--- config.mk ---
export PLATFORM = sky130hd
export DESIGN_NAME = sorted_priority_queue_core
export DESIGN_NICKNAME = d
export VERILOG_FILES = /design/src/sv/spq_pkg.sv /design/src/sv/sorted_priority_queue_core.sv /design/src/sv/spq_mem.sv /design/src/sv/spq_ctrl.sv
export SDC_FILE = /design/constraint.sdc
export NUM_CORES = 2
export LEC_CHECK = 0
export BUFFER_PORTS_ARGS = -buffer_cell sky130_fd_sc_hd__buf_2
export CAP_MARGIN = 10
export CELL_PAD_IN_SITES_DETAIL_PLACEMENT = 0
export CELL_PAD_IN_SITES_GLOBAL_PLACEMENT = 1
export CORE_UTILIZATION = 40
export CTS_CLUSTER_SIZE = 40
export DETAILED_ROUTE_END_ITERATION = 16
export GPL_TIMING_DRIVEN = 0
export PLACE_DENSITY = 0.7
export SLEW_MARGIN = 20
export SYNTH_ARGS = -nofsm -noshare
export SYNTH_HDL_FRONTEND = slang
export SYNTH_SLANG_ARGS = --single-unit
--- constraint.sdc ---
create_clock -name clk -period 16.4 [get_ports clk]
set_input_delay 2.46 -clock clk [delete_from_list [all_inputs] [get_ports clk]]
set_output_delay 2.46 -clock clk [all_outputs]
set_load 0.01 [all_outputs]
--- src/sv/spq_pkg.sv ---
`timescale 1ns / 1ps
// ----------------------------------------------------------------------------
// spq_pkg
// Shared types and codes for the sorted priority queue: operation and status
// codes, the stored entry layout and the sequencer states.
// ----------------------------------------------------------------------------
package spq_pkg;

    // Operation codes carried on mode
    localparam logic [1:0] MODE_ENQUEUE = 2'd0;
    localparam logic [1:0] MODE_DEQUEUE = 2'd1;
    localparam logic [1:0] MODE_PEEK    = 2'd2;
    localparam logic [1:0] MODE_NOP     = 2'd3;

    // Status codes returned with each result
    localparam logic [1:0] STATUS_OK        = 2'd0;
    localparam logic [1:0] STATUS_UNDERFLOW = 2'd1;
    localparam logic [1:0] STATUS_FULL      = 2'd2;

    // Head value reported by a peek on an empty queue
    localparam logic [31:0] PEEK_EMPTY_VALUE = 32'hFFFF_FFFF;

    // One stored entry
    typedef struct packed {
        logic [31:0] priority_bits;
        logic [31:0] value;
    } spq_entry_t;

    // Sequencer states
    typedef enum logic [1:0] {
        ST_IDLE,
        ST_HEAD,
        ST_SCAN,
        ST_PLACE
    } spq_state_t;

endpackage

--- src/sv/sorted_priority_queue_core.sv ---
`timescale 1ns / 1ps
// ----------------------------------------------------------------------------
// sorted_priority_queue_core
// Bounded priority queue kept in descending priority order in one entry
// store; enqueue, dequeue head and peek head, with a saturating insert cost.
//
//   Channel   Handshake             Payload
//   command   start / busy          mode, item_value, item_priority
//   result    done (1-cycle strobe) head_value, status, occupancy,
//                                   is_empty_flag, total_cost
//
// Dequeue, peek, the unused mode, refused enqueue, head insert and insert
// into a one-entry queue raise done from the head fetch state. Any other
// enqueue walks back from the tail one entry a cycle through the single
// read port and single write port of the store, then raises done. A new
// command is taken in the cycle done is shown. Reset clears count, cost and
// the head pointer; the store itself is not cleared.
// ----------------------------------------------------------------------------
module sorted_priority_queue_core
    import spq_pkg::*;
#(
    parameter int CAPACITY = 64
)
(
    input  logic                           clk,
    input  logic                           rst_n,
    input  logic                           start,
    output logic                           busy,
    input  logic [1:0]                     mode,
    input  logic signed [31:0]             item_value,
    input  logic signed [31:0]             item_priority,
    output logic                           done,
    output logic signed [31:0]             head_value,
    output logic [1:0]                     status,
    output logic [$clog2(CAPACITY+1)-1:0]  occupancy,
    output logic                           is_empty_flag,
    output logic [31:0]                    total_cost
);

    localparam int AW = $clog2(CAPACITY);
    localparam int CW = $clog2(CAPACITY + 1);

    logic          mem_we;
    logic [AW-1:0] mem_waddr;
    logic [AW-1:0] mem_raddr;
    spq_entry_t    mem_wdata;
    spq_entry_t    mem_rdata;
    logic [31:0]   head_value_bits;

    // Sequencer
    spq_ctrl #(
        .CAPACITY (CAPACITY),
        .AW       (AW),
        .CW       (CW)
    ) u_ctrl (
        .clk           (clk),
        .rst_n         (rst_n),
        .start         (start),
        .mode          (mode),
        .item_value    (item_value),
        .item_priority (item_priority),
        .busy          (busy),
        .done          (done),
        .head_value    (head_value_bits),
        .status        (status),
        .occupancy     (occupancy),
        .is_empty_flag (is_empty_flag),
        .total_cost    (total_cost),
        .mem_we        (mem_we),
        .mem_waddr     (mem_waddr),
        .mem_wdata     (mem_wdata),
        .mem_raddr     (mem_raddr),
        .mem_rdata     (mem_rdata)
    );

    // Entry store
    spq_mem #(
        .DEPTH (CAPACITY),
        .AW    (AW)
    ) u_mem (
        .clk   (clk),
        .we    (mem_we),
        .waddr (mem_waddr),
        .wdata (mem_wdata),
        .raddr (mem_raddr),
        .rdata (mem_rdata)
    );

    assign head_value = $signed(head_value_bits);

endmodule

--- src/sv/spq_mem.sv ---
`timescale 1ns / 1ps
// ----------------------------------------------------------------------------
// spq_mem
// Entry store: one write port, one read port, registered read data.
// ----------------------------------------------------------------------------
module spq_mem
    import spq_pkg::*;
#(
    parameter int DEPTH = 64,
    parameter int AW    = 6
)
(
    input  logic             clk,
    input  logic             we,
    input  logic [AW-1:0]    waddr,
    input  spq_entry_t       wdata,
    input  logic [AW-1:0]    raddr,
    output spq_entry_t       rdata
);

    spq_entry_t mem [DEPTH];

    // Write and read, read data valid in the cycle after the address
    always_ff @(posedge clk)
    begin
        if (we)
        begin
            mem[waddr] <= wdata;
        end
        rdata <= mem[raddr];
    end

endmodule

--- src/sv/spq_ctrl.sv ---
`timescale 1ns / 1ps
// ----------------------------------------------------------------------------
// spq_ctrl
// Operation sequencer. Keeps the queue as a ring in the entry store with a
// head pointer; an insert below the head walks back from the tail, moving
// each entry of lower or equal priority up one slot, then fills the gap.
// ----------------------------------------------------------------------------
module spq_ctrl
    import spq_pkg::*;
#(
    parameter int CAPACITY = 64,
    parameter int AW       = 6,
    parameter int CW       = 7
)
(
    input  logic             clk,
    input  logic             rst_n,
    input  logic             start,
    input  logic [1:0]       mode,
    input  logic [31:0]      item_value,
    input  logic [31:0]      item_priority,
    output logic             busy,
    output logic             done,
    output logic [31:0]      head_value,
    output logic [1:0]       status,
    output logic [CW-1:0]    occupancy,
    output logic             is_empty_flag,
    output logic [31:0]      total_cost,
    output logic             mem_we,
    output logic [AW-1:0]    mem_waddr,
    output spq_entry_t       mem_wdata,
    output logic [AW-1:0]    mem_raddr,
    input  spq_entry_t       mem_rdata
);

    localparam int SUM_W = AW + 1;
    localparam logic [AW-1:0] ONE_IDX  = AW'(1);
    localparam logic [AW-1:0] LAST_IDX = AW'(CAPACITY - 1);

    // Map a position in the queue to a slot of the ring
    function automatic logic [AW-1:0] slot_of(input logic [AW-1:0] base,
                                              input logic [AW-1:0] ofs);
        logic [SUM_W-1:0] sum;
        sum = {1'b0, base} + {1'b0, ofs};
        if (sum >= SUM_W'(CAPACITY))
        begin
            sum = sum - SUM_W'(CAPACITY);
        end
        return sum[AW-1:0];
    endfunction

    spq_state_t state_reg, state_next;

    logic [1:0]    mode_reg, mode_next;
    logic [31:0]   value_reg, value_next;
    logic [31:0]   prio_reg, prio_next;
    logic [AW-1:0] head_ptr_reg, head_ptr_next;
    logic [CW-1:0] count_reg, count_next;
    logic [31:0]   cost_reg, cost_next;
    logic [AW-1:0] scan_reg, scan_next;
    logic          done_reg, done_next;
    logic [31:0]   head_value_reg, head_value_next;
    logic [1:0]    status_reg, status_next;

    logic [AW-1:0] rd_pos;
    logic [AW-1:0] head_dec;
    logic [AW-1:0] count_low;
    logic          count_zero;
    logic          count_full;
    logic          count_one;
    logic          beats_head;
    logic          scan_move;
    logic          scan_last;
    logic [AW-1:0] cost_inc;
    logic [32:0]   cost_sum;
    logic [31:0]   cost_sat;
    spq_entry_t    new_entry;

    // Derived flags
    assign count_low  = count_reg[AW-1:0];
    assign count_zero = (count_reg == '0);
    assign count_full = (count_reg == CW'(CAPACITY));
    assign count_one  = (count_reg == CW'(1));
    assign beats_head = $signed(prio_reg) > $signed(mem_rdata.priority_bits);
    assign scan_move  = $signed(mem_rdata.priority_bits) <= $signed(prio_reg);
    assign scan_last  = (scan_reg == ONE_IDX);
    assign head_dec   = (head_ptr_reg == '0) ? LAST_IDX : head_ptr_reg - ONE_IDX;
    assign new_entry  = '{priority_bits: prio_reg, value: value_reg};

    // Saturating cost update: landing position, or one for the head
    assign cost_inc = (state_reg == ST_SCAN) ? scan_reg + ONE_IDX : ONE_IDX;
    assign cost_sum = {1'b0, cost_reg} + 33'(cost_inc);
    assign cost_sat = cost_sum[32] ? 32'hFFFF_FFFF : cost_sum[31:0];

    // Next state
    always_comb
    begin
        state_next = state_reg;
        unique case (state_reg)
            ST_IDLE:
            begin
                if (start)
                begin
                    state_next = ST_HEAD;
                end
            end
            ST_HEAD:
            begin
                if (mode_reg == MODE_ENQUEUE && !count_full && !count_zero &&
                    !beats_head && !count_one)
                begin
                    state_next = ST_SCAN;
                end
                else
                begin
                    state_next = ST_IDLE;
                end
            end
            ST_SCAN:
            begin
                if (scan_move)
                begin
                    state_next = scan_last ? ST_PLACE : ST_SCAN;
                end
                else
                begin
                    state_next = ST_IDLE;
                end
            end
            ST_PLACE:
            begin
                state_next = ST_IDLE;
            end
            default:
            begin
                state_next = ST_IDLE;
            end
        endcase
    end

    // Datapath and memory controls
    always_comb
    begin
        mode_next       = mode_reg;
        value_next      = value_reg;
        prio_next       = prio_reg;
        head_ptr_next   = head_ptr_reg;
        count_next      = count_reg;
        cost_next       = cost_reg;
        scan_next       = scan_reg;
        done_next       = 1'b0;
        head_value_next = head_value_reg;
        status_next     = status_reg;
        mem_we          = 1'b0;
        mem_waddr       = head_ptr_reg;
        mem_wdata       = new_entry;
        rd_pos          = '0;

        unique case (state_reg)
            ST_IDLE:
            begin
                // Capture the command, fetch the head
                if (start)
                begin
                    mode_next  = mode;
                    value_next = item_value;
                    prio_next  = item_priority;
                end
            end
            ST_HEAD:
            begin
                unique case (mode_reg)
                    MODE_ENQUEUE:
                    begin
                        head_value_next = '0;
                        status_next     = STATUS_OK;
                        if (count_full)
                        begin
                            status_next = STATUS_FULL;
                            done_next   = 1'b1;
                        end
                        else if (count_zero || beats_head)
                        begin
                            // New head: grow the ring backward
                            mem_we        = 1'b1;
                            mem_waddr     = head_dec;
                            head_ptr_next = head_dec;
                            count_next    = count_reg + CW'(1);
                            cost_next     = cost_sat;
                            done_next     = 1'b1;
                        end
                        else if (count_one)
                        begin
                            mem_we     = 1'b1;
                            mem_waddr  = slot_of(head_ptr_reg, ONE_IDX);
                            count_next = count_reg + CW'(1);
                            cost_next  = cost_sat;
                            done_next  = 1'b1;
                        end
                        else
                        begin
                            // Start the walk at the tail
                            scan_next = count_low - ONE_IDX;
                            rd_pos    = count_low - ONE_IDX;
                        end
                    end
                    MODE_DEQUEUE:
                    begin
                        done_next = 1'b1;
                        if (count_zero)
                        begin
                            head_value_next = '0;
                            status_next     = STATUS_UNDERFLOW;
                        end
                        else
                        begin
                            head_value_next = mem_rdata.value;
                            status_next     = STATUS_OK;
                            head_ptr_next   = slot_of(head_ptr_reg, ONE_IDX);
                            count_next      = count_reg - CW'(1);
                        end
                    end
                    MODE_PEEK:
                    begin
                        done_next = 1'b1;
                        if (count_zero)
                        begin
                            head_value_next = PEEK_EMPTY_VALUE;
                            status_next     = STATUS_UNDERFLOW;
                        end
                        else
                        begin
                            head_value_next = mem_rdata.value;
                            status_next     = STATUS_OK;
                        end
                    end
                    MODE_NOP:
                    begin
                        done_next       = 1'b1;
                        head_value_next = '0;
                        status_next     = STATUS_OK;
                    end
                endcase
            end
            ST_SCAN:
            begin
                mem_we    = 1'b1;
                mem_waddr = slot_of(head_ptr_reg, scan_reg + ONE_IDX);
                if (scan_move)
                begin
                    // Move this entry up one slot, fetch the one before it
                    mem_wdata = mem_rdata;
                    if (!scan_last)
                    begin
                        scan_next = scan_reg - ONE_IDX;
                        rd_pos    = scan_reg - ONE_IDX;
                    end
                end
                else
                begin
                    // Found a higher priority: place the new entry behind it
                    count_next = count_reg + CW'(1);
                    cost_next  = cost_sat;
                    done_next  = 1'b1;
                end
            end
            ST_PLACE:
            begin
                mem_we     = 1'b1;
                mem_waddr  = slot_of(head_ptr_reg, ONE_IDX);
                count_next = count_reg + CW'(1);
                cost_next  = cost_sat;
                done_next  = 1'b1;
            end
            default:
            begin
                done_next = 1'b0;
            end
        endcase
    end

    assign mem_raddr = slot_of(head_ptr_reg, rd_pos);

    // Control state
    always_ff @(posedge clk or negedge rst_n)
    begin
        if (!rst_n)
        begin
            state_reg    <= ST_IDLE;
            head_ptr_reg <= '0;
            count_reg    <= '0;
            cost_reg     <= '0;
            done_reg     <= 1'b0;
        end
        else
        begin
            state_reg    <= state_next;
            head_ptr_reg <= head_ptr_next;
            count_reg    <= count_next;
            cost_reg     <= cost_next;
            done_reg     <= done_next;
        end
    end

    // Payload holding registers
    always_ff @(posedge clk)
    begin
        mode_reg       <= mode_next;
        value_reg      <= value_next;
        prio_reg       <= prio_next;
        scan_reg       <= scan_next;
        head_value_reg <= head_value_next;
        status_reg     <= status_next;
    end

    assign busy          = (state_reg != ST_IDLE);
    assign done          = done_reg;
    assign head_value    = head_value_reg;
    assign status        = status_reg;
    assign occupancy     = count_reg;
    assign is_empty_flag = count_zero;
    assign total_cost    = cost_reg;

endmodule

==> results.cfg <==
[drt]
postRouteAntennaNets = 0
dr.pass1.iters = 6
vias = 82708
routedWlPerCell_um = 32.9
vias_per_cell = 5.91
drc = 0
drt-initial-drc-count = 11137
routed_wl_um = 461000

[clock_network]
cts-root-buf = clkbuf_16
numCtsBuffers = 422
cts_setup_buffers = 0
cts_tree = built
clock_sinks = 4314
ctsResizeCount = 0
clk_pin_slew_ps = 60
cts_max_path_buffers = 4
clock_latency_ps = 970
h-tree-depth = 5
postCtsHoldBufs = 0

[run]
maxCapViolCount = 0

[yosys]
synthFlopType = edfxtp_1
seq_area_frac_synth = 0.772
synthesis.area_mm2 = 0.167
synth_warnings = 0
synth.avg_cell_area_um2 = 23.5
ys_seq_elements = 4314
async_reset_ff_frac = 0.0111
syn_nets = 7236
synth_cell_type_count = 80
netlist_instances = 7097
synth-edff-count = 4202

[die]
rows = 236
coreArea_mm2 = 0.414
dieArea_mm2 = 0.419
die_h_um = 647
start_util = 0.402
ios = 145
die_w_um = 647

[worst_setup_path]
cp_data_required_time_ps = 17240
cpPeakStageDelay_ps = 1190
crit_buf_inv = 8
rr_worst_depth = 23
cp.depth = 23
critPathMaxFanout = 10
slowest_stage = a21oi_1
path_common_cell = clkbuf_2
start_kind = flip-flop
crit_path_end = u_mem.rdata[0]
crit_type = flip-flop to flip-flop
timing.rr.end = u_mem.rdata[0]
rrSetupSlack_ps = 6130
cp_cell_sequence = ha_1, nand4_1, a21oi_1, o31a_1, o31a_1, o21a_4, clkbuf_2, buf_16, nand2_1, o22ai_1, and2_1, ha_1, inv_1, fa_1, clkbuf_1, clkbuf_2, clkbuf_2, buf_16, clkbuf_1, mux4_2, mux4_2, mux2i_1, mux2i_1
r2r-start = u_ctrl.prio_reg[14]
critPathArrivalTime_ps = 11110
cp-end-kind = flip-flop
cp_top_family = buffers and inverters
startpoint = u_ctrl.prio_reg[14]

[global_routing]
antenna_found_initial = 26
first_global_vias = 82413
grt_use_met2 = 0.346
grt.busiest_layer = met2
grt_usage = 0.217
grt_pass1_wl_um = 641000
grt_start_max_net_pins = 57
grtUsageMet1 = 0.298
use_met3 = 0.0525
grt_overflow = 0

[pwr]
leakagePower_uw = 0.0628
power_density_mw_per_mm2 = 183
totalPowerFinal_uw = 36100
ir_drop_v = 0.000181

[timing]
max_clock_freq_mhz = 97.3
skew_ps = 62.5
tns_ps = 0
setup_viol = 0
worst_pin_slew_ps = 1220
fin_crit_sh = 0.626
post-route-min-period_ps = 10270
rsz0062_at_grt = false
maxSlewHeadroom = 0.179
hold_violations = 0
slew_viol_final = 0

[final_layout]
area_delta_synth_final_pct = 18.6
reg.largest.list = u_mem.mem x4096, u_mem.rdata x64
final_util = 0.477
final_nets = 8306
largest_reg_flops = 4096
top_register = u_mem.mem
drive_gt1_frac = 0.327
stdcell_count = 14006
final_area_mm2 = 0.198

[place]
placed_cell_area_mm2 = 0.184
dp_hpwl_um = 327000
gp_congestion = 0.849
dp.cells = 13216
port_buffers = 144

[outcome]
status = complete, no violations

[worst_hold_path]
worstHoldPathType = flip-flop to flip-flop
[worst register-to-register path, cell delays in order, from the launching register on]
cell and delay [ps]:
edfxtp_1 530, ha_1 390, nand4_1 620, a21oi_1 1190
o31a_1 500, o31a_1 410, o21a_4 290, clkbuf_2 480
buf_16 230, nand2_1 150, o22ai_1 210, and2_1 200
ha_1 200, inv_1 80, fa_1 500, clkbuf_1 250
clkbuf_2 580, clkbuf_2 630, buf_16 250, clkbuf_1 870
mux4_2 450, mux4_2 500, mux2i_1 480, mux2i_1 140
[cells in the mapped netlist (3+ instances only)]
cell / number / area, um^2
edfxtp_1: 4202 / 126000
mux4_2: 1280 / 28800
clkbuf_1: 278 / 1040
mux2i_1: 196 / 1960
nand2_1: 193 / 724
nor2_1: 104 / 390
inv_1: 71 / 267
o21ai_0: 70 / 350
buf_1: 68 / 255
ha_1: 67 / 838
dfxtp_1: 64 / 1280
a21oi_1: 56 / 280
dfrtp_1: 48 / 1200
nand3_1: 48 / 240
o21a_1: 37 / 278
nor3_1: 36 / 180
xnor2_1: 26 / 228
nand4_1: 22 / 138
a31oi_1: 20 / 125
and3_1: 17 / 106
and2_1: 15 / 93.8
a21o_1: 11 / 82.6
nor4_1: 11 / 68.8
o211ai_1: 11 / 82.6
xor2_1: 11 / 96.3
and4_1: 8 / 70.1
buf_2: 8 / 40.0
o22ai_1: 7 / 43.8
buf_8: 6 / 90.1
a211oi_1: 5 / 37.5
mux2_2: 5 / 56.3
nand3b_1: 5 / 37.5
nor2b_1: 5 / 31.3
a21boi_0: 4 / 30.0
a311o_1: 4 / 40.0
a31o_2: 4 / 35.0
nand2b_1: 4 / 25.0
o31a_1: 4 / 35.0
o41ai_1: 4 / 35.0
or3_1: 4 / 25.0
fa_1: 3 / 60.1
o21ai_1: 3 / 15.0
o31ai_1: 3 / 22.5
[cell families (layout without fill, tap and decap cells)]
logic type,Yosys count,in the layout,synth area share
and+or+nand+nor,487,487,0.0137
buffers and inverters,431,1849,0.0102
xor gates and xnor gates,39,39,0.00225
adders and majority gates,70,70,0.00539
DFF,4314,4314,0.772
muxes,1482,1482,0.185
AOI/OAI and AO/OA,274,274,0.0110
other,0,17,0
[per-layer routing]
metal / share of wire / routed length [um]
met1: 0.39 / 179000
met4: 0.030 / 13900
met5: 0.00013 / 62
met2: 0.47 / 219000
met3: 0.11 / 49600
[cell usage in the layout, fill, tap and decap left out, types with 34 or more instances in the layout]
master     count
edfxtp_1    4202
bufinv_16     34
clkbuf_1     302
dfxtp_1       64
clkinv_1      97
buf_4        154
buf_1         40
a21oi_1       55
o21ai_0       37
mux2i_1      196
mux4_2      1280
buf_2        165
nor2_4        48
dfrtp_1       48
nand2_1      161
inv_1         71
buf_16       139
buf_6         41
nor2_1        56
clkinv_2      58
nand3_1       48
buf_12       163
o21a_1        37
clkbuf_16    426
clkbuf_2      85
ha_1          66
[power breakdown]
part	total, uW	internal (uW)	leakage, uW	switching [uW]
Sequential	13400	13200	0.0390	208
Clock	9510	5350	0.00653	4160
Combinational	13100	5520	0.0173	7630
Total	36100	24100	0.0628	12000
[cell type report]
cell class,count,area (um^2)
antenna,17,42.5
timing repair buffer,646,9510
clock inverter,239,2380
buffer,360,1580
clock buffer,533,11100
fill,32915,216000
inverter,71,267
sequential,4314,129000
tap,5474,6850
multi-input combinational,2352,37200
[through the flow]
stage / setup WS [ps] / hold slack [ps]
3_3_place_gp: -1700 / 533
4_1_cts: 6300 / 557
5_1_grt: 6130 / 583
2_1_floorplan: 8570 / 517
6_report: 6130 / 559
3_5_place_dp: 6340 / 539
[worst min path at each step]
stage | start | end | slack (ps) | cells after the start
2_1_floorplan | u_mem.rdata[0] | u_ctrl.head_value[0] | 520 | 1
3_3_place_gp | u_ctrl.total_cost[17] | u_ctrl.total_cost[17] | 530 | 2
3_5_place_dp | u_mem.rdata[13] | u_ctrl.head_value[13] | 540 | 1
4_1_cts | u_mem.rdata[5] | u_ctrl.head_value[5] | 560 | 1
5_1_grt | u_mem.rdata[14] | u_ctrl.head_value[14] | 580 | 1
6_report | u_mem.rdata[13] | u_ctrl.head_value[13] | 560 | 1
(Power assumes the default switching activity.)
